===== config.mk =====
export PLATFORM = sky130hd
export DESIGN_NAME = modbus_rtu_frame_checker_core
export DESIGN_NICKNAME = d
export VERILOG_FILES = /design/src/hw/rtl/mrfc_pkg.sv /design/src/hw/rtl/modbus_rtu_frame_checker_core.sv
export SDC_FILE = /design/constraint.sdc
export NUM_CORES = 1
export LEC_CHECK = 0
export BUFFER_PORTS_ARGS = -buffer_cell sky130_fd_sc_hd__buf_2
export CAP_MARGIN = 25
export CORE_UTILIZATION = 55
export CTS_BUF_LIST = sky130_fd_sc_hd__clkbuf_2 sky130_fd_sc_hd__clkbuf_4 sky130_fd_sc_hd__clkbuf_8
export DETAILED_ROUTE_END_ITERATION = 12
export PLACE_DENSITY = 0.82
export SETUP_SLACK_MARGIN = 0.2
export SLEW_MARGIN = 25
export SYNTH_ARGS = -nofsm -noshare
export SYNTH_HDL_FRONTEND = slang
export SYNTH_SLANG_ARGS = --single-unit
export TNS_END_PERCENT = 10

===== constraint.sdc =====
create_clock -name aclk -period 5.6 [get_ports aclk]
set_clock_uncertainty 0.05 [all_clocks]
set_input_delay 0.28 -clock aclk [delete_from_list [all_inputs] [get_ports aclk]]
set_output_delay 0.28 -clock aclk [all_outputs]
set_load 0.01 [all_outputs]

===== src/hw/rtl/mrfc_pkg.sv =====
// Shared constants, result beat type and CRC byte update for the Modbus RTU frame checker.
`timescale 1ns / 1ps

package mrfc_pkg;

    // Frame limits and CRC-16/MODBUS constants
    localparam int unsigned MAX_FRAME_BYTES_DEF = 256;
    localparam int unsigned MIN_FRAME           = 4;
    localparam logic [15:0] CRC_INIT            = 16'hFFFF;
    localparam logic [15:0] CRC_POLY            = 16'hA001;

    // Item kinds
    localparam logic KIND_PAYLOAD = 1'b0;
    localparam logic KIND_STATUS  = 1'b1;

    // Status codes
    typedef enum logic [1:0] {
        STAT_VALID     = 2'd0,
        STAT_TOO_SHORT = 2'd1,
        STAT_CRC_BAD   = 2'd2,
        STAT_OVERLONG  = 2'd3
    } status_t;

    // One result beat as held in the output queue
    typedef struct packed {
        logic       item_kind;
        logic [7:0] payload_byte;
        status_t    status_code;
        logic [7:0] slave_address;
        logic [7:0] function_id;
        logic [7:0] payload_length;
        logic       last_of_run;
    } result_t;

    // Fold one byte into the reflected CRC, one bit per step
    function automatic logic [15:0] crc_byte(input logic [15:0] crc_in, input logic [7:0] b);
        logic [15:0] c;
        c = crc_in ^ {8'h00, b};
        for (int k = 0; k < 8; k++) begin
            if (c[0]) begin
                c = (c >> 1) ^ CRC_POLY;
            end else begin
                c = c >> 1;
            end
        end
        return c;
    endfunction

endpackage


===== src/hw/rtl/modbus_rtu_frame_checker_core.sv =====
// Top level of the Modbus RTU frame checker: CRC check, payload delay line and result queue.
`timescale 1ns / 1ps

// Modbus RTU frame checker.
// Input channel (s_): one received frame byte per beat, s_end_of_frame set on
// the final byte. The CRC-16/MODBUS runs over all bytes but the last two; the
// last two are taken as the received CRC, low byte first.
// Result channel (m_): payload beats (m_item_kind 0) carry frame bytes from
// position 2 on, delayed by two input beats so the CRC bytes never show up.
// The final byte of a frame gives one status beat (m_item_kind 1) with address,
// function code and payload length, or zeros and an error code. m_last_of_run
// marks the last result beat caused by one input beat.
// Ordering: the result beats of an input beat are written to the output queue
// when that beat is taken and leave it in order; a status beat queued behind a
// payload beat follows it.
// Throughput: one input beat per cycle while s_ready is high; the CRC byte
// update is an 8-step combinational chain, and a final byte that yields two
// beats is absorbed by the four-entry output queue.
// Stall: while the receiver holds m_ready low the queue fills, and s_ready
// drops once fewer than two entries are free.
// Reset: the queue empties, CRC returns to 0xFFFF, byte count to zero.
// The frame state also returns to reset after every final byte.
module modbus_rtu_frame_checker_core
    import mrfc_pkg::*;
#(
    parameter int unsigned MAX_FRAME_BYTES = MAX_FRAME_BYTES_DEF
) (
    input  logic       aclk,
    input  logic       aresetn,
    input  logic       s_valid,
    output logic       s_ready,
    input  logic [7:0] s_rx_byte,
    input  logic       s_end_of_frame,
    output logic       m_valid,
    input  logic       m_ready,
    output logic       m_item_kind,
    output logic [7:0] m_payload_byte,
    output logic [1:0] m_status_code,
    output logic [7:0] m_slave_address,
    output logic [7:0] m_function_id,
    output logic [7:0] m_payload_length,
    output logic       m_last_of_run
);

    localparam int unsigned CNT_RAW = $clog2(MAX_FRAME_BYTES + 2);
    localparam int unsigned CNT_W   = (CNT_RAW < 8) ? 8 : CNT_RAW;
    localparam logic [CNT_W-1:0] CNT_MAX = CNT_W'(MAX_FRAME_BYTES);
    localparam logic [CNT_W-1:0] CNT_MIN = CNT_W'(MIN_FRAME);
    localparam logic [CNT_W-1:0] CNT_TWO = CNT_W'(2);
    localparam logic [CNT_W-1:0] CNT_ONE = CNT_W'(1);
    localparam int unsigned Q_DEPTH = 4;
    localparam int unsigned Q_AW    = $clog2(Q_DEPTH);
    localparam int unsigned Q_CW    = $clog2(Q_DEPTH + 1);

    // Frame state
    logic [15:0]      crc_reg, crc_next;
    logic [CNT_W-1:0] count_reg, count_next;
    logic [7:0]       held0_reg, held0_next;
    logic [7:0]       held1_reg, held1_next;
    logic [7:0]       first_reg, first_next;
    logic [7:0]       second_reg, second_next;

    // Output queue
    result_t          q_mem [Q_DEPTH];
    logic [Q_AW-1:0]  wr_ptr_reg, rd_ptr_reg;
    logic [Q_CW-1:0]  q_count_reg, q_count_next;

    logic       in_beat, out_beat;
    logic       pay_emit;
    logic [15:0] crc_upd;
    logic [CNT_W-1:0] count_inc;
    logic [15:0] rx_crc;
    status_t    status;
    result_t    pay_res, stat_res;
    result_t    wr0_res, wr1_res;
    logic [1:0] push_n;

    assign in_beat  = s_valid && s_ready;
    assign out_beat = m_valid && m_ready;
    assign s_ready  = (q_count_reg <= Q_CW'(Q_DEPTH - 2));
    assign m_valid  = (q_count_reg != '0);

    // Advance CRC and delay line for one byte
    always_comb begin
        crc_upd   = crc_byte(crc_reg, held0_reg);
        pay_emit  = (count_reg >= CNT_MIN);
        count_inc = (count_reg <= CNT_MAX) ? count_reg + CNT_ONE : count_reg;
        crc_next  = (count_reg >= CNT_TWO) ? crc_upd : crc_reg;
        held0_next  = held1_reg;
        held1_next  = s_rx_byte;
        first_next  = (count_reg == '0) ? s_rx_byte : first_reg;
        second_next = (count_reg == CNT_ONE) ? s_rx_byte : second_reg;
        count_next  = count_inc;
        rx_crc      = {s_rx_byte, held1_reg};

        // Check the frame on its final byte
        priority if (count_inc < CNT_MIN) begin
            status = STAT_TOO_SHORT;
        end else if (count_inc > CNT_MAX) begin
            status = STAT_OVERLONG;
        end else if (rx_crc != crc_next) begin
            status = STAT_CRC_BAD;
        end else begin
            status = STAT_VALID;
        end

        pay_res = '{item_kind: KIND_PAYLOAD, payload_byte: held0_reg, status_code: STAT_VALID,
                    slave_address: 8'h00, function_id: 8'h00, payload_length: 8'h00,
                    last_of_run: !s_end_of_frame};
        stat_res = '{item_kind: KIND_STATUS, payload_byte: 8'h00, status_code: status,
                     slave_address: (status == STAT_VALID) ? first_next : 8'h00,
                     function_id: (status == STAT_VALID) ? second_next : 8'h00,
                     payload_length: (status == STAT_VALID) ?
                                     8'((count_inc - CNT_MIN) & CNT_W'(8'hFF)) : 8'h00,
                     last_of_run: 1'b1};

        wr0_res = pay_emit ? pay_res : stat_res;
        wr1_res = stat_res;
        push_n  = in_beat ? ({1'b0, pay_emit} + {1'b0, s_end_of_frame}) : 2'd0;
        q_count_next = q_count_reg + Q_CW'(push_n) - Q_CW'(out_beat);
    end

    // Hold frame state; drop back to reset after the final byte
    always_ff @(posedge aclk) begin
        if (!aresetn) begin
            crc_reg    <= CRC_INIT;
            count_reg  <= '0;
            held0_reg  <= 8'h00;
            held1_reg  <= 8'h00;
            first_reg  <= 8'h00;
            second_reg <= 8'h00;
        end else if (in_beat) begin
            if (s_end_of_frame) begin
                crc_reg    <= CRC_INIT;
                count_reg  <= '0;
                held0_reg  <= 8'h00;
                held1_reg  <= 8'h00;
                first_reg  <= 8'h00;
                second_reg <= 8'h00;
            end else begin
                crc_reg    <= crc_next;
                count_reg  <= count_next;
                held0_reg  <= held0_next;
                held1_reg  <= held1_next;
                first_reg  <= first_next;
                second_reg <= second_next;
            end
        end
    end

    // Queue pointers and fill count
    always_ff @(posedge aclk) begin
        if (!aresetn) begin
            wr_ptr_reg  <= '0;
            rd_ptr_reg  <= '0;
            q_count_reg <= '0;
        end else begin
            wr_ptr_reg  <= wr_ptr_reg + Q_AW'(push_n);
            rd_ptr_reg  <= rd_ptr_reg + Q_AW'(out_beat);
            q_count_reg <= q_count_next;
        end
    end

    // Write up to two result beats per input beat
    always_ff @(posedge aclk) begin
        if (push_n != 2'd0) begin
            q_mem[wr_ptr_reg] <= wr0_res;
        end
        if (push_n == 2'd2) begin
            q_mem[wr_ptr_reg + Q_AW'(1)] <= wr1_res;
        end
    end

    assign m_item_kind      = q_mem[rd_ptr_reg].item_kind;
    assign m_payload_byte   = q_mem[rd_ptr_reg].payload_byte;
    assign m_status_code    = q_mem[rd_ptr_reg].status_code;
    assign m_slave_address  = q_mem[rd_ptr_reg].slave_address;
    assign m_function_id    = q_mem[rd_ptr_reg].function_id;
    assign m_payload_length = q_mem[rd_ptr_reg].payload_length;
    assign m_last_of_run    = q_mem[rd_ptr_reg].last_of_run;

    // Queue never overflows
    a_q_bound: assert property (@(posedge aclk) disable iff (!aresetn)
        q_count_reg <= Q_CW'(Q_DEPTH))
        else $error("result queue over depth");

    // Byte count saturates one past the frame limit
    a_cnt_sat: assert property (@(posedge aclk) disable iff (!aresetn)
        count_reg <= CNT_MAX + CNT_ONE)
        else $error("byte count past saturation");

    // Final byte restarts frame state
    a_eof_reset: assert property (@(posedge aclk) disable iff (!aresetn)
        (in_beat && s_end_of_frame) |=> (count_reg == '0 && crc_reg == CRC_INIT))
        else $error("frame state not restarted after final byte");

    // Final byte pushes a status beat last
    a_eof_push: assert property (@(posedge aclk) disable iff (!aresetn)
        (in_beat && s_end_of_frame) |-> (push_n != 2'd0))
        else $error("final byte produced no status beat");

endmodule


# After elaboration in Yosys (flattened, before gate mapping)
# Memories as Yosys holds them, arrays and structs flattened. A register that Yosys moved wholly into a read port is not among the register bits.
# Index checks and enable logic that the tools add are counted.
dict set report classes {
  addsub 8
  mul 0
  n_div 0
  magnitude_cmp 6
  eq_ne 3
  n_shift 0
  muxes 31
  bitwise 9
  n_reduce_logical 7
}
# operator n
set op_table {}
lappend op_table {{16-bit 2-to-1 mux} 10}
lappend op_table {{8-bit 2-to-1 mux} 9}
lappend op_table {{36-bit 2-to-1 mux} 1}
lappend op_table {{2-bit inverter with 3-bit output} 8}
lappend op_table {{9-bit 2-to-1 mux} 2}
lappend op_table {{16-bit != test} 1}
lappend op_table {{16-bit by 8-bit bitwise XOR with 16-bit output} 1}
lappend op_table {{2-bit 2-to-1 mux} 5}
lappend op_table {{9-bit by 1-bit adder with 9-bit output (second input constant)} 1}
lappend op_table {{9-bit by 1-bit == test with 1-bit output (second input constant)} 1}
lappend op_table {{9-bit by 2-bit greater-or-equal comparator with 1-bit output (second input constant)} 1}
lappend op_table {{9-bit by 3-bit greater-or-equal comparator with 1-bit output (second input constant)} 1}
lappend op_table {{9-bit greater-than comparator (second input constant)} 1}
lappend op_table {{9-bit <= comparator (second input constant)} 1}
lappend op_table {{9-bit logical NOT} 1}
lappend op_table {{9-bit by 3-bit less-than comparator with 1-bit output (second input constant)} 1}
lappend op_table {{8-bit by 3-bit subtractor with 8-bit output (second input constant)} 1}
lappend op_table {{1-bit 2-to-1 mux} 4}
lappend op_table {{3-bit by 2-bit adder with 3-bit output} 1}
lappend op_table {{3-bit by 2-bit <= comparator with 1-bit output (second input constant)} 1}
lappend op_table {{3-bit nonzero test} 1}
lappend op_table {{3-bit by 1-bit subtractor with 3-bit output} 1}
lappend op_table {{1-bit by 1-bit adder with 2-bit output} 1}
lappend op_table {{2-bit by 1-bit adder with 2-bit output} 1}
lappend op_table {{other kinds (7)} 8}
dict set report word_totals {
  ff_bits 64
  latchBits 0
  ram_bits 144
  romBits 0
  input_bits 13
  output_inout_bits 38
  elab_cells 74
  mem_count 1
}
# name words word_bits rd rd_clocked_by_memory_dff wr line
set memory_table {}
lappend memory_table {q_mem 4 36 1 1 2 modbus_rtu_frame_checker_core.sv:64} ;# result_t q_mem [Q_DEPTH];

# Longest topological paths before layout
dict set report logic_depth {
  ltp_word 25
  ltp_mapped 17
  mapped_depth_nobuf 15
}

# Worst setup path before layout
# No wires, ideal clock.
dict set report synth_timing {
  kind {reg2reg}
  from {register count_reg[3]}
  to {memory q_mem[2][14] in the netlist's numbering, data pin}
  setup_ps 272
  arrival_ps 3176
  t_required_ps 5278
  path_slack_ps 2102
  path_stages_with_launch 15
  path_buffers 4
  period_less_slack_ps 3498
  path_cell_list {dfxtp_1 buf_2 nor4_4 nand2_1 nor2_1 inv_1 clkbuf_1 ha_1 o21ai_0 or2_2 clkbuf_1 nor2_1 nor2_1 clkbuf_1 nor4_1}
}
# element line
set synth_rtl {}
lappend synth_rtl {{from (decl)} modbus_rtu_frame_checker_core.sv:57} ;# logic [CNT_W-1:0] count_reg, count_next;
lappend synth_rtl {{from (signal assigned)} modbus_rtu_frame_checker_core.sv:142} ;# count_reg <= count_next;
lappend synth_rtl {{to (decl)} modbus_rtu_frame_checker_core.sv:64}

==> flow_metrics.py <==
metrics = {
    "outcome": {
        "outcome": "complete, no violations",
    },
    "cells_and_area": {
        "area_growth_syn_to_layout_pct": 10.91,
        "nNetsFinal": 954,
        "mostFrequentLayoutCells": "104 x edfxtp_1, 102 x dfxtp_1, 92 x nor4_1, 88 x nor2_1, 72 x nand2_1",
        "fillers": 1331,
        "n_antenna_cell": 0,
        "largest_reg_flops": 144,
        "final_layout_size_suffix_gt1_share_pct": 19.79,
        "final_common_cell": "edfxtp_1",
    },
    "placement": {
        "dp_slack_ps": 1592,
        "dp_hpwl_um": 14220,
        "gp_congestion": 0.8638,
        "io_buffers": 50,
    },
    "critical_path": {
        "path_class": "flop to flop",
        "cp_max_fo": 96,
        "worstPathArrival_ps": 4300,
        "path_cells": "nor4_4 > a31o_2 > nand2_1 > xnor2_1 > inv_1 > ha_1 > a41oi_1 > nor4_2 > nand4_1 > buf_4 > nor4_1",
        "end_kind": "flop",
        "crit_buf_inv": 2,
        "cp.required_ps": 5770,
        "worst_path_largest_cell_delay_ps": 730,
        "cpLargestDelayFamily": "buffers and inverters",
        "crit_path_top_delay_cell": "buf_4",
        "start_kind": "flop",
    },
    "grt": {
        "grt_overflow": 0,
        "grt_pass1_vias": 6868,
        "grt_start_max_net_pins": 97,
        "grt_first_pass_wirelength_um": 36450,
        "grt_antenna_before_repair": 0,
        "grt.total_usage_pct": 25.09,
    },
    "drt": {
        "drt_iter0_markers": 815,
        "avgRoutedWirePerCell_um": 19.23,
        "drc": 0,
        "vias": 7218,
        "dr.pass1.iters": 6,
        "finalWirelength_um": 22690,
        "viasPerCell": 6.117,
        "ant_nets": 0,
    },
    "synthesis": {
        "synth_nets": 923,
        "ys_seq_elements": 208,
        "syn_inst": 898,
        "ys_warn_count": 0,
        "netlist_area_sq_um": 10020,
        "synth-async-reset-ratio_pct": 0,
        "synth-seq-area-share_pct": 51.94,
        "synth_ff_type": "edfxtp_1",
        "ys_types": 52,
        "synth_edf_count": 104,
        "synth.avg_cell_area_sq_um": 11.16,
    },
    "power_and_ir_drop": {
        "p_leak_nw": 3.809,
        "max-vdd-ir-drop_mv": 0.2074,
        "power_mw": 3.810,
        "power.density_nw_per_um2": 342.8,
    },
    "floorplanning": {
        "dieArea_sq_um": 18760,
        "rows": 48,
        "die-height_um": 137.0,
        "start_util_pct": 57.14,
        "io_pins": 51,
        "core-area_sq_um": 17540,
        "die_x_um": 137.0,
    },
    "cts": {
        "cts_setup_buffers": 0,
        "cts_root_buf": "clkbuf_8",
        "tritoncts": "done",
        "clk_latency_ps": 520,
        "cts_resized": 0,
        "htreeDepth": 2,
        "cts_hold_buf": 0,
        "cts_buffers": 35,
        "cts.reportedPaths.clkPinSlew_ps": 60,
        "cts.sinks": 208,
        "clockBufferDepth": 3,
    },
    "timing": {
        "worstMarginPinSlew_ps": 1007,
        "fin_setup_tns_ps": 0,
        "holdWs_ps": 240.5,
        "slew_headroom_pct": 32.83,
        "fin_crit_sh_pct": 73.77,
        "setup_viol": 0,
        "rsz0062_at_grt": "false",
        "fmax_mhz": 242.1,
        "slew_viol_final": 0,
        "period_minus_slack_ps": 4131,
        "hold_viol": 0,
        "fin_ws_ps": 1469,
    },
    "worst_hold_path": {
        "hold_class": "primary input to flop",
    },
    "run": {
        "cap_violations": 0,
    },
}
## area by class of cell
cell class / instances / area (sq um) / share of cell area [%]
Sequential cell: 208 / 5210 / 46.88
Multi-Input combinational cell: 603 / 4473 / 40.25
Clock buffer: 58 / 691.9 / 6.225
Timing Repair Buffer: 65 / 362.8 / 3.265
Tap cell: 225 / 281.5 / 2.533
Inverter: 16 / 60.06 / 0.5404
Clock inverter: 5 / 35.03 / 0.3152
## cell usage after synthesis, types with 2 or more instances
cell type	instances	area, sq um
buf_1	5	18.77
o31ai_1	3	22.52
o211ai_1	2	15.01
xnor2_1	29	254.0
buf_2	9	45.04
o22ai_1	15	93.84
nand3_1	4	20.02
nor2b_1	34	212.7
o21ai_0	10	50.05
xor2_1	19	166.4
edfxtp_1	104	3123
nand2_1	72	270.3
ha_1	11	137.6
clkbuf_1	53	198.9
nor4_2	8	100.1
xnor3_1	5	112.6
or2_2	4	25.02
buf_6	4	45.04
a21oi_1	37	185.2
and2_1	10	62.56
mux4_2	36	810.8
o2bb2ai_1	3	26.28
inv_1	16	60.06
a22oi_1	20	150.1
nor3_1	12	60.06
or3_1	2	12.51
mux2i_1	25	250.2
nand4_1	4	25.02
nand3b_1	7	52.55
nor4_1	92	575.6
a21boi_0	16	120.1
o21ai_1	3	15.01
dfxtp_1	104	2082
o21a_1	2	15.01
o22a_1	3	26.28
nor2_1	93	349.1
nand2b_1	7	43.79
## kinds of logic (layout without fill, tap and decap cells)
group	count (synthesis)	count (layout)	share of synthesized area, %
flops	208	208	51.94
mux	61	61	10.59
simple gates	354	354	18.58
fa+ha+maj	12	12	1.573
xor+xnor	56	56	5.956
compound gates	120	120	7.691
buf+inv	87	144	3.671
## worst min-delay path: cells and delay by family
| family | cells | cell delay (ps) |
|---|---|---|
| simple gates | 2 | 280 |
| fa+ha+maj | 1 | 130 |
| buf+inv | 1 | 70 |
## through the flow
step                instance area (sq um)  util (%)  std cells
floorplan                           10020         -        898
global placement                    10370     59.15       1117
detailed placement                  10380     59.20       1117
CTS                                 11110     63.35       1180
global route                        11110     63.38       1180
finish                              11110     63.38       1180
## where the power goes
part / internal (mW) / total, mW / switching (mW)
clock: 0.783 / 1.38 / 0.596
sequential: 1.67 / 1.73 / 0.0592
combinational: 0.310 / 0.702 / 0.392
total: 2.76 / 3.81 / 1.05
## routing by layer
layer	vias up	track usage, %	wire, um
met5	-	0	0
met4	0	7.143	278
met3	29	3.778	1649
met2	289	40.63	11060
met1	3495	34.96	9704
li1	3405	-	-
## path summary, 6_finish.rpt
kind	from	to	slack (ps)	depth (start not counted)
setup / recovery	count_reg[3]	q_mem[0][16]	1470	11
hold / removal	m_ready	rd_ptr_reg[0]	240	4
setup reg to reg	count_reg[3]	q_mem[0][16]	1470	11
hold reg to reg	q_mem[3][35]	q_mem[3][35]	400	2
No activity file was read; power rests on OpenSTA's default activity.
